<file path="config.mk">
export PLATFORM = sky130hd
export DESIGN_NAME = byte_budget_lru_cache
export DESIGN_NICKNAME = d
export VERILOG_FILES = /design/src/design/blru_pkg.sv /design/src/design/blru_cell.sv /design/src/design/byte_budget_lru_cache.sv
export SDC_FILE = /design/constraint.sdc
export NUM_CORES = 2
export LEC_CHECK = 0
export BUFFER_PORTS_ARGS = -buffer_cell sky130_fd_sc_hd__buf_2
export CAP_MARGIN = 15
export CORE_ASPECT_RATIO = 1.75
export CORE_MARGIN = 1.5
export CORE_UTILIZATION = 60
export CTS_BUF_LIST = sky130_fd_sc_hd__clkbuf_16
export DETAILED_ROUTE_END_ITERATION = 6
export PLACE_DENSITY = 0.74
export SYNTH_ARGS = -nofsm -noshare
export SYNTH_HDL_FRONTEND = slang
export SYNTH_SLANG_ARGS = --single-unit
</file>
<file path="constraint.sdc">
create_clock -name clock -period 10.9 [get_ports clock]
set_clock_uncertainty 0.2 [all_clocks]
set_input_delay 0 -clock clock [delete_from_list [all_inputs] [get_ports clock]]
set_output_delay 0 -clock clock [all_outputs]
set_load 0.1 [all_outputs]
</file>
<file path="src/design/blru_pkg.sv">
// ----------------------------------------------------------------------------
// blru_pkg: shared types and constants for the byte budget LRU cache
// Result kinds, sequencer states and the per-cell control word.
// ----------------------------------------------------------------------------
package blru_pkg;

   localparam int DEF_ENTRIES  = 16;
   localparam int DEF_KEY_BITS = 16;

   localparam int KEY_PORT_W  = 16;
   localparam int SIZE_W      = 32;
   localparam int REQ_DATA_W  = KEY_PORT_W + SIZE_W;
   localparam int RSP_DATA_W  = KEY_PORT_W + SIZE_W + SIZE_W;
   localparam int CSR_ADDR_W  = 3;
   localparam int CSR_DATA_W  = 32;
   localparam logic [31:0] BUDGET_RESET = 32'd65536;

   // register index, taken from paddr[2]
   localparam logic REG_BUDGET = 1'b0;

   typedef enum logic [1:0] {
      KIND_EVICT   = 2'd0,
      KIND_HIT     = 2'd1,
      KIND_INSERT  = 2'd2,
      KIND_TOO_BIG = 2'd3
   } kind_type;

   typedef enum logic [1:0] {
      ST_IDLE,
      ST_LOOKUP,
      ST_DECIDE,
      ST_EVICT
   } state_type;

   // load: take the neighbor's entry; clear: drop this entry
   typedef struct packed {
      logic load;
      logic clear;
   } cell_ctrl_type;

endpackage

</file>
<file path="src/design/blru_cell.sv">
// ----------------------------------------------------------------------------
// blru_cell: one position of the recency chain
// Holds one entry; position 0 is most recent. Shifts in from its neighbor,
// drops its entry, and compares its key against the lookup key.
// ----------------------------------------------------------------------------
module blru_cell #(
   parameter int KW = 16
) (
   input  logic                  clock,
   input  logic                  reset,
   input  blru_pkg::cell_ctrl_type ctrl,
   input  logic                  prev_valid,
   input  logic [KW-1:0]         prev_key,
   input  logic [31:0]           prev_size,
   input  logic [KW-1:0]         look_key,
   output logic                  valid,
   output logic [KW-1:0]         key,
   output logic [31:0]           size,
   output logic                  match
);
   import blru_pkg::*;

   logic          valid_ff;
   logic [KW-1:0] key_ff;
   logic [31:0]   size_ff;

   always_ff @(posedge clock) begin
      if (reset) begin
         valid_ff <= 1'b0;
      end else if (ctrl.load) begin
         valid_ff <= prev_valid;
      end else if (ctrl.clear) begin
         valid_ff <= 1'b0;
      end
   end

   always_ff @(posedge clock) begin
      if (ctrl.load) begin
         key_ff  <= prev_key;
         size_ff <= prev_size;
      end
   end

   assign valid = valid_ff;
   assign key   = key_ff;
   assign size  = size_ff;
   assign match = valid_ff && (key_ff == look_key);

endmodule

</file>
<file path="src/design/byte_budget_lru_cache.sv">
// ----------------------------------------------------------------------------
// byte_budget_lru_cache: size-aware LRU cache with a byte budget
// Request words carry a key and an item size. Each request yields zero or
// more eviction words followed by one final word marked with tlast.
// ----------------------------------------------------------------------------
// Usage:
//  req_*  : request words {item_size, key_id}; taken one at a time.
//  rsp_*  : result words {bytes_used, result_size, result_key}, kind on
//           tuser, tlast on the final word of a request.
//  csr_*  : APB register port, byte_budget at address 0.
// Steps: a request passes the lookup and decide states; a hit or a too-large
// miss is written to the output register from decide, while an inserting
// miss goes on to the evict state for each eviction word and the insert word.
// Entries live in a chain of cells ordered by recency; the sequencer does
// one chain update (shift, drop or insert) and emits one word per cycle.
// The output register frees the request side: a new request is taken while
// the last result word still waits. When rsp_tready is low the sequencer
// holds its step until the output register drains.
// Reset empties the chain, zeroes bytes_used and sets the budget to 65536.
// ----------------------------------------------------------------------------
module byte_budget_lru_cache #(
   parameter int ENTRIES  = blru_pkg::DEF_ENTRIES,
   parameter int KEY_BITS = blru_pkg::DEF_KEY_BITS
) (
   input  logic                                clock,
   input  logic                                reset,
   input  logic                                req_tvalid,
   output logic                                req_tready,
   // [15:0] key_id, [47:16] item_size
   input  logic [blru_pkg::REQ_DATA_W-1:0]     req_tdata,
   output logic                                rsp_tvalid,
   input  logic                                rsp_tready,
   // [15:0] result_key, [47:16] result_size, [79:48] bytes_used
   output logic [blru_pkg::RSP_DATA_W-1:0]     rsp_tdata,
   // [1:0] kind
   output logic [1:0]                          rsp_tuser,
   output logic                                rsp_tlast,
   input  logic                                csr_psel,
   input  logic                                csr_penable,
   input  logic                                csr_pwrite,
   input  logic [blru_pkg::CSR_ADDR_W-1:0]     csr_paddr,
   input  logic [blru_pkg::CSR_DATA_W-1:0]     csr_pwdata,
   output logic [blru_pkg::CSR_DATA_W-1:0]     csr_prdata,
   output logic                                csr_pready
);
   import blru_pkg::*;

   localparam int KW = (KEY_BITS < KEY_PORT_W) ? KEY_BITS : KEY_PORT_W;
   localparam int CW = $clog2(ENTRIES + 1);

   state_type     state_ff, state_in;
   logic [KW-1:0] key_ff;
   logic [31:0]   size_ff;
   logic [31:0]   budget_ff;
   logic [31:0]   total_ff, total_in;
   logic [CW-1:0] count_ff, count_in;
   logic [ENTRIES-1:0] match_ff;

   logic          rsp_valid_ff;
   kind_type      rsp_kind_ff;
   logic [15:0]   rsp_key_ff;
   logic [31:0]   rsp_size_ff;
   logic [31:0]   rsp_used_ff;
   logic          rsp_last_ff;

   logic          emit;
   kind_type      e_kind;
   logic [15:0]   e_key;
   logic [31:0]   e_size;
   logic [31:0]   e_used;
   logic          e_last;

   logic               cell_valid [ENTRIES];
   logic [KW-1:0]      cell_key   [ENTRIES];
   logic [31:0]        cell_size  [ENTRIES];
   logic [ENTRIES-1:0] cell_match;
   cell_ctrl_type      cell_ctrl  [ENTRIES];
   logic [ENTRIES-1:0] load_vec, clear_vec;

   logic [ENTRIES-1:0] upto_hit, tail;
   logic [KW-1:0]      hit_key, tail_key, head_key;
   logic [31:0]        hit_size, tail_size, head_size;
   logic               hit, head_hit, out_free, need_evict, csr_write;
   logic [32:0]        sum_wide;

   // ---------------- register port ----------------
   assign csr_pready = 1'b1;
   assign csr_write  = csr_psel && csr_penable && csr_pwrite && csr_pready;
   assign csr_prdata = (csr_paddr[2] == REG_BUDGET) ? budget_ff : '0;

   always_ff @(posedge clock) begin
      if (reset) begin
         budget_ff <= BUDGET_RESET;
      end else if (csr_write && csr_paddr[2] == REG_BUDGET) begin
         budget_ff <= csr_pwdata;
      end
   end

   // ---------------- cell chain ----------------
   assign head_key  = head_hit ? hit_key : key_ff;
   assign head_size = head_hit ? hit_size : size_ff;

   for (genvar g = 0; g < ENTRIES; g++) begin : g_cell
      assign cell_ctrl[g] = '{load: load_vec[g], clear: clear_vec[g]};
      if (g == 0) begin : g_head
         blru_cell #(.KW(KW)) u_cell (
            .clock      (clock),
            .reset      (reset),
            .ctrl       (cell_ctrl[g]),
            .prev_valid (1'b1),
            .prev_key   (head_key),
            .prev_size  (head_size),
            .look_key   (key_ff),
            .valid      (cell_valid[g]),
            .key        (cell_key[g]),
            .size       (cell_size[g]),
            .match      (cell_match[g])
         );
      end else begin : g_body
         blru_cell #(.KW(KW)) u_cell (
            .clock      (clock),
            .reset      (reset),
            .ctrl       (cell_ctrl[g]),
            .prev_valid (cell_valid[g-1]),
            .prev_key   (cell_key[g-1]),
            .prev_size  (cell_size[g-1]),
            .look_key   (key_ff),
            .valid      (cell_valid[g]),
            .key        (cell_key[g]),
            .size       (cell_size[g]),
            .match      (cell_match[g])
         );
      end
   end

   // hit entry, cells from the head down to the hit, and the least recent entry
   always_comb begin
      logic acc;
      hit_key   = '0;
      hit_size  = '0;
      tail_key  = '0;
      tail_size = '0;
      acc       = 1'b0;
      for (int i = ENTRIES - 1; i >= 0; i--) begin
         acc         = acc | match_ff[i];
         upto_hit[i] = acc;
      end
      for (int i = 0; i < ENTRIES; i++) begin
         if (i == ENTRIES - 1) begin
            tail[i] = cell_valid[i];
         end else begin
            tail[i] = cell_valid[i] && !cell_valid[i+1];
         end
         hit_key   = hit_key   | (cell_key[i]  & {KW{match_ff[i]}});
         hit_size  = hit_size  | (cell_size[i] & {32{match_ff[i]}});
         tail_key  = tail_key  | (cell_key[i]  & {KW{tail[i]}});
         tail_size = tail_size | (cell_size[i] & {32{tail[i]}});
      end
   end

   assign hit        = |match_ff;
   assign out_free   = !rsp_valid_ff || rsp_tready;
   assign sum_wide   = {1'b0, total_ff} + {1'b0, size_ff};
   assign need_evict = (count_ff != '0) &&
                       ((sum_wide > {1'b0, budget_ff}) || (count_ff == CW'(ENTRIES)));

   // ---------------- sequencer ----------------
   always_ff @(posedge clock) begin
      if (reset) begin
         state_ff <= ST_IDLE;
         total_ff <= '0;
         count_ff <= '0;
      end else begin
         state_ff <= state_in;
         total_ff <= total_in;
         count_ff <= count_in;
      end
   end

   always_ff @(posedge clock) begin
      match_ff <= cell_match;
      if (req_tvalid && req_tready) begin
         key_ff  <= req_tdata[KW-1:0];
         size_ff <= req_tdata[KEY_PORT_W +: SIZE_W];
      end
   end

   always_comb begin
      state_in   = state_ff;
      total_in   = total_ff;
      count_in   = count_ff;
      req_tready = 1'b0;
      emit       = 1'b0;
      e_kind     = KIND_INSERT;
      e_key      = 16'(key_ff);
      e_size     = size_ff;
      e_used     = total_ff;
      e_last     = 1'b1;
      load_vec   = '0;
      clear_vec  = '0;
      head_hit   = 1'b0;
      case (state_ff)
         ST_IDLE: begin
            req_tready = 1'b1;
            if (req_tvalid) begin
               state_in = ST_LOOKUP;
            end
         end
         ST_LOOKUP: begin
            state_in = ST_DECIDE;
         end
         ST_DECIDE: begin
            if (hit) begin
               if (out_free) begin
                  emit     = 1'b1;
                  e_kind   = KIND_HIT;
                  e_size   = hit_size;
                  head_hit = 1'b1;
                  load_vec = upto_hit;
                  state_in = ST_IDLE;
               end
            end else if (size_ff > budget_ff) begin
               if (out_free) begin
                  emit     = 1'b1;
                  e_kind   = KIND_TOO_BIG;
                  state_in = ST_IDLE;
               end
            end else begin
               state_in = ST_EVICT;
            end
         end
         ST_EVICT: begin
            if (out_free) begin
               emit = 1'b1;
               if (need_evict) begin
                  e_kind    = KIND_EVICT;
                  e_key     = 16'(tail_key);
                  e_size    = tail_size;
                  e_last    = 1'b0;
                  e_used    = total_ff - tail_size;
                  clear_vec = tail;
                  total_in  = total_ff - tail_size;
                  count_in  = count_ff - CW'(1);
               end else begin
                  e_kind   = KIND_INSERT;
                  e_used   = sum_wide[31:0];
                  load_vec = '1;
                  total_in = sum_wide[31:0];
                  count_in = count_ff + CW'(1);
                  state_in = ST_IDLE;
               end
            end
         end
         default: begin
            state_in = ST_IDLE;
         end
      endcase
   end

   // ---------------- output register ----------------
   always_ff @(posedge clock) begin
      if (reset) begin
         rsp_valid_ff <= 1'b0;
      end else if (emit) begin
         rsp_valid_ff <= 1'b1;
      end else if (rsp_tready) begin
         rsp_valid_ff <= 1'b0;
      end
   end

   always_ff @(posedge clock) begin
      if (emit) begin
         rsp_kind_ff <= e_kind;
         rsp_key_ff  <= e_key;
         rsp_size_ff <= e_size;
         rsp_used_ff <= e_used;
         rsp_last_ff <= e_last;
      end
   end

   assign rsp_tvalid = rsp_valid_ff;
   assign rsp_tdata  = {rsp_used_ff, rsp_size_ff, rsp_key_ff};
   assign rsp_tuser  = rsp_kind_ff;
   assign rsp_tlast  = rsp_last_ff;

endmodule

</file>
==> run_results.csv <==
group,metric,value,unit
placed_design,io_buffers,204,
worst_hold_path,min_path_type,"flop to flop",
synth,syn_avg_cell_area,12.5,um2
floorplanning,num_rows,137,
power,power,0.00864,W
synth,syn_inst,3867,
floorplanning,io_pins,208,
clock_tree,cts-root-buf,"clkbuf_16",
grt,antenna_found_initial,17,
route,via_per_inst,7.86,
clock_tree,cts_max_path_buffers,3,
critical_path,required,11050,ps
critical_path,cp_data_arrival_time,9590,ps
clock_tree,clock_sinks,1003,
synth,synth_cell_type_count,69,
power,ir_drop,0.150,mV
timing,fmax,106,MHz
timing,min_period,9450,ps
synth,synth.net_count,4090,
grt,grt_pass1_wl,301,mm
synth,ys_warn_count,0,
clock_tree,cts_tree,"done",
critical_path,cp-start-kind,"flop",
worst_hold_path,min_to,"g_cell[11].g_body.u_cell.size[31]",
route,num_vias,42058,
clock_tree,cts_buffers,92,
power,leakage,19.2,nW
route,firstDrtPassIters,7,
worst_hold_path,worstHoldStart,"g_cell[10].g_body.u_cell.size[31]",
run_status,violations,"design-rule violations, max-capacitance violations",
synth,synth_ff_type,"edfxtp_1",
critical_path,r2r-start,"size_ff[12]",
route,wire_per_inst,40.1,um
route,drt_wl_total,215,mm
critical_path,cp-end-kind,"flop",
clock_tree,cts_setup_buffers,0,
critical_path,slowest_stage,"o21ai_4",
critical_path,crit_family,"compound AO/OA/AOI/OAI gates",
clock_tree,htreeDepth,3,
timing,slew_viol_final,0,
critical_path,critPathLaunch,"size_ff[12]",
worst_hold_path,whs_path_depth,0,
power,power.density,154,nW/um2
timing,slew_headroom,0.00573,
grt,grt_pass1_vias,41825,
grt,track_usage,0.524,
timing,tns,0,ps
floorplanning,die-width,218,um
synth,synth.yosys.seq_area_share,0.602,
clock_tree,path_clk_slew,70,ps
run,cap_viol_max_count,1,
critical_path,reg2reg_to,"g_cell[3].g_body.u_cell.key[13]",
critical_path,slowest_delay,1050,ps
critical_path,rr_worst_depth,19,
grt,grt_max_degree,89,
timing,fin_crit_sh,0.867,
timing,tightest_slew,1480,ps
timing,rsz0062_at_grt,"false",
route,final_antenna_net_count,0,
critical_path,worst-path-max-fanout,28,
timing,hold_violations,0,
clock_tree,hold_buffers,229,
cells_and_area,area_growth,16.1,%
critical_path,crit_chain,"ha_1, nand4_1, a211o_1, nand3b_1, a21oi_1, o21ai_0, mux2i_1, o2111ai_1, ha_1, nand3_1, nor3_1, nand3_1, o21a_1, o41ai_1, a41oi_1, a21oi_2, inv_2, o21ai_4, buf_4",
cells_and_area,nFillCells,5563,
critical_path,worst-path-buf-inv,2,
route,drc,126,
floorplanning,die_area,82300,um2
timing,setup_viol,0,
placed_design,gp_congestion,1.11,
cells_and_area,layout.nets,4452,
critical_path,crit_type,"flop to flop",
clock_tree,insertion_delay,730,ps
synth,synth_edf_count,899,
critical_path,r2r_slack,1450,ps
placed_design,hpwl,126,mm
route,dr.first_iter.drc_count,7345,
floorplanning,fp.coreArea,79700,um2
cells_and_area,drive_gt1_frac,0.120,
synth,ys_ff_latch,1003,
clock_tree,cts_resized,0,
synth,synth_area,48300,um2
grt,grt_overflow,0,
floorplanning,initial_core_util,0.606,
floorplanning,die_h,378,um
run_status,status,"finished, violations left",
synth,ys_async_sr_fraction,0,
[worst max path at each step]
stage	end	cells after the start	slack, ps
CTS	g_cell[5].g_body.u_cell.key[12]	19	2460
detailed placement	g_cell[5].g_body.u_cell.size[19]	19	2440
global route	g_cell[3].g_body.u_cell.key[13]	19	1620
global placement	g_cell[5].g_body.u_cell.size[16]	19	2460
floorplan	g_cell[15].g_body.u_cell.key[0]	18	2400
finish	g_cell[3].g_body.u_cell.key[13]	19	1450
[Yosys cell counts, types with 6 or more instances]
library cell,number,area [um2]
edfxtp_1,899,27000
a22oi_1,400,3000
xnor2_1,228,2000
nand2_1,224,841
clkbuf_1,188,706
a221oi_1,185,1620
a22o_1,185,1620
nor2_1,181,679
a21oi_1,134,671
ha_1,130,1630
o21ai_0,115,576
nand4_1,112,701
dfxtp_1,104,2080
nand3_1,98,490
xor2_1,85,744
a21o_1,71,533
inv_1,58,218
buf_1,57,214
nor2b_1,44,275
a31oi_1,41,257
a211o_1,39,342
and3_1,37,231
nor4_1,34,213
nor3_1,23,115
mux2i_1,22,220
a211oi_1,21,158
buf_2,17,85.1
nand2b_1,16,100
o2111ai_1,12,105
o211ai_1,10,75.1
or3_1,9,56.3
a21boi_0,7,52.6
and2_1,6,37.5
o21a_1,6,45.0
o21bai_1,6,45.0
[state kept, by name, summed over array words and instances, names as in the netlist]
name                        count
g_cell.g_body.u_cell.size     480
g_cell.g_body.u_cell.key      240
budget_ff                      32
g_cell.g_head.u_cell.size      32
rsp_size_ff                    32
rsp_used_ff                    32
size_ff                        32
total_ff                       32
g_cell.g_head.u_cell.key       16
key_ff                         16
match_ff                       16
rsp_key_ff                     16
g_cell.g_body.u_cell.valid     15
count_ff                        5
rsp_tuser                       2
state_ff                        2
g_cell.g_head.u_cell.valid      1
rsp_tlast                       1
rsp_tvalid                      1
[metrics by stage]
stage                      util  instances  worst slack (ps)  area (um2)  hold slack, ps
after floorplan               -       3867              2400       48300            -101
after global placement    0.635       4939              2460       50600           -23.1
after detailed placement  0.635       4939              2440       50600           -21.9
after CTS                 0.702       5336              2460       56000             249
after global routing      0.704       5346              1620       56100             289
final                     0.704       5352              1450       56100             276
[placed cells by master, fill, tap and decap left out, drive strengths merged, types with 104 or more instances in the layout]
master,synthesis,layout
edfxtp,899,899
a22oi,400,400
buf,75,302
dlygate4sd3,0,229
xnor2,228,228
nand2,224,224
a221oi,185,185
a22o,185,185
nor2,181,181
a21oi,134,134
ha,130,130
o21ai,119,119
nand4,112,112
dfxtp,104,104
[area by class of cell]
| class | instances | area, um2 | area share |
|---|---|---|---|
| clock inverters | 71 | 677 | 0.0121 |
| clock buffers | 97 | 2430 | 0.0433 |
| diodes | 7 | 17.5 | 0.000312 |
| repair buffers | 531 | 4070 | 0.0726 |
| inverters | 59 | 221 | 0.00395 |
| multi-input cells | 2542 | 18300 | 0.326 |
| well taps | 1042 | 1300 | 0.0232 |
| flip-flops and latches | 1003 | 29100 | 0.519 |
[cell families after synthesis]
group / synth area share
compound gates: 0.195
fa+ha+maj: 0.0349
xor+xnor: 0.0567
mux: 0.00502
other cells: 0.0000776
simple gates: 0.0810
flops: 0.602
buf+inv: 0.0255
[per-layer routing]
| metal | wire (um) | global-route usage | vias to the layer above |
|---|---|---|---|
| met3 | 34400 | 0.228 | 1666 |
| met1 | 61400 | 0.561 | 19712 |
| met2 | 92100 | 0.770 | 4551 |
| li1 | - | - | 16111 |
| met5 | 273 | 0.00970 | - |
| met4 | 26400 | 0.493 | 18 |
[power by group]
group | leakage [nW] | internal, W | switching (W)
logic | 8.65 | 0.000264 | 0.000575
clock network | 1.55 | 0.00190 | 0.00156
registers | 9.02 | 0.00424 | 0.0000945
total | 19.2 | 0.00641 | 0.00223
Note: power is estimated with default switching activity, not from simulation.
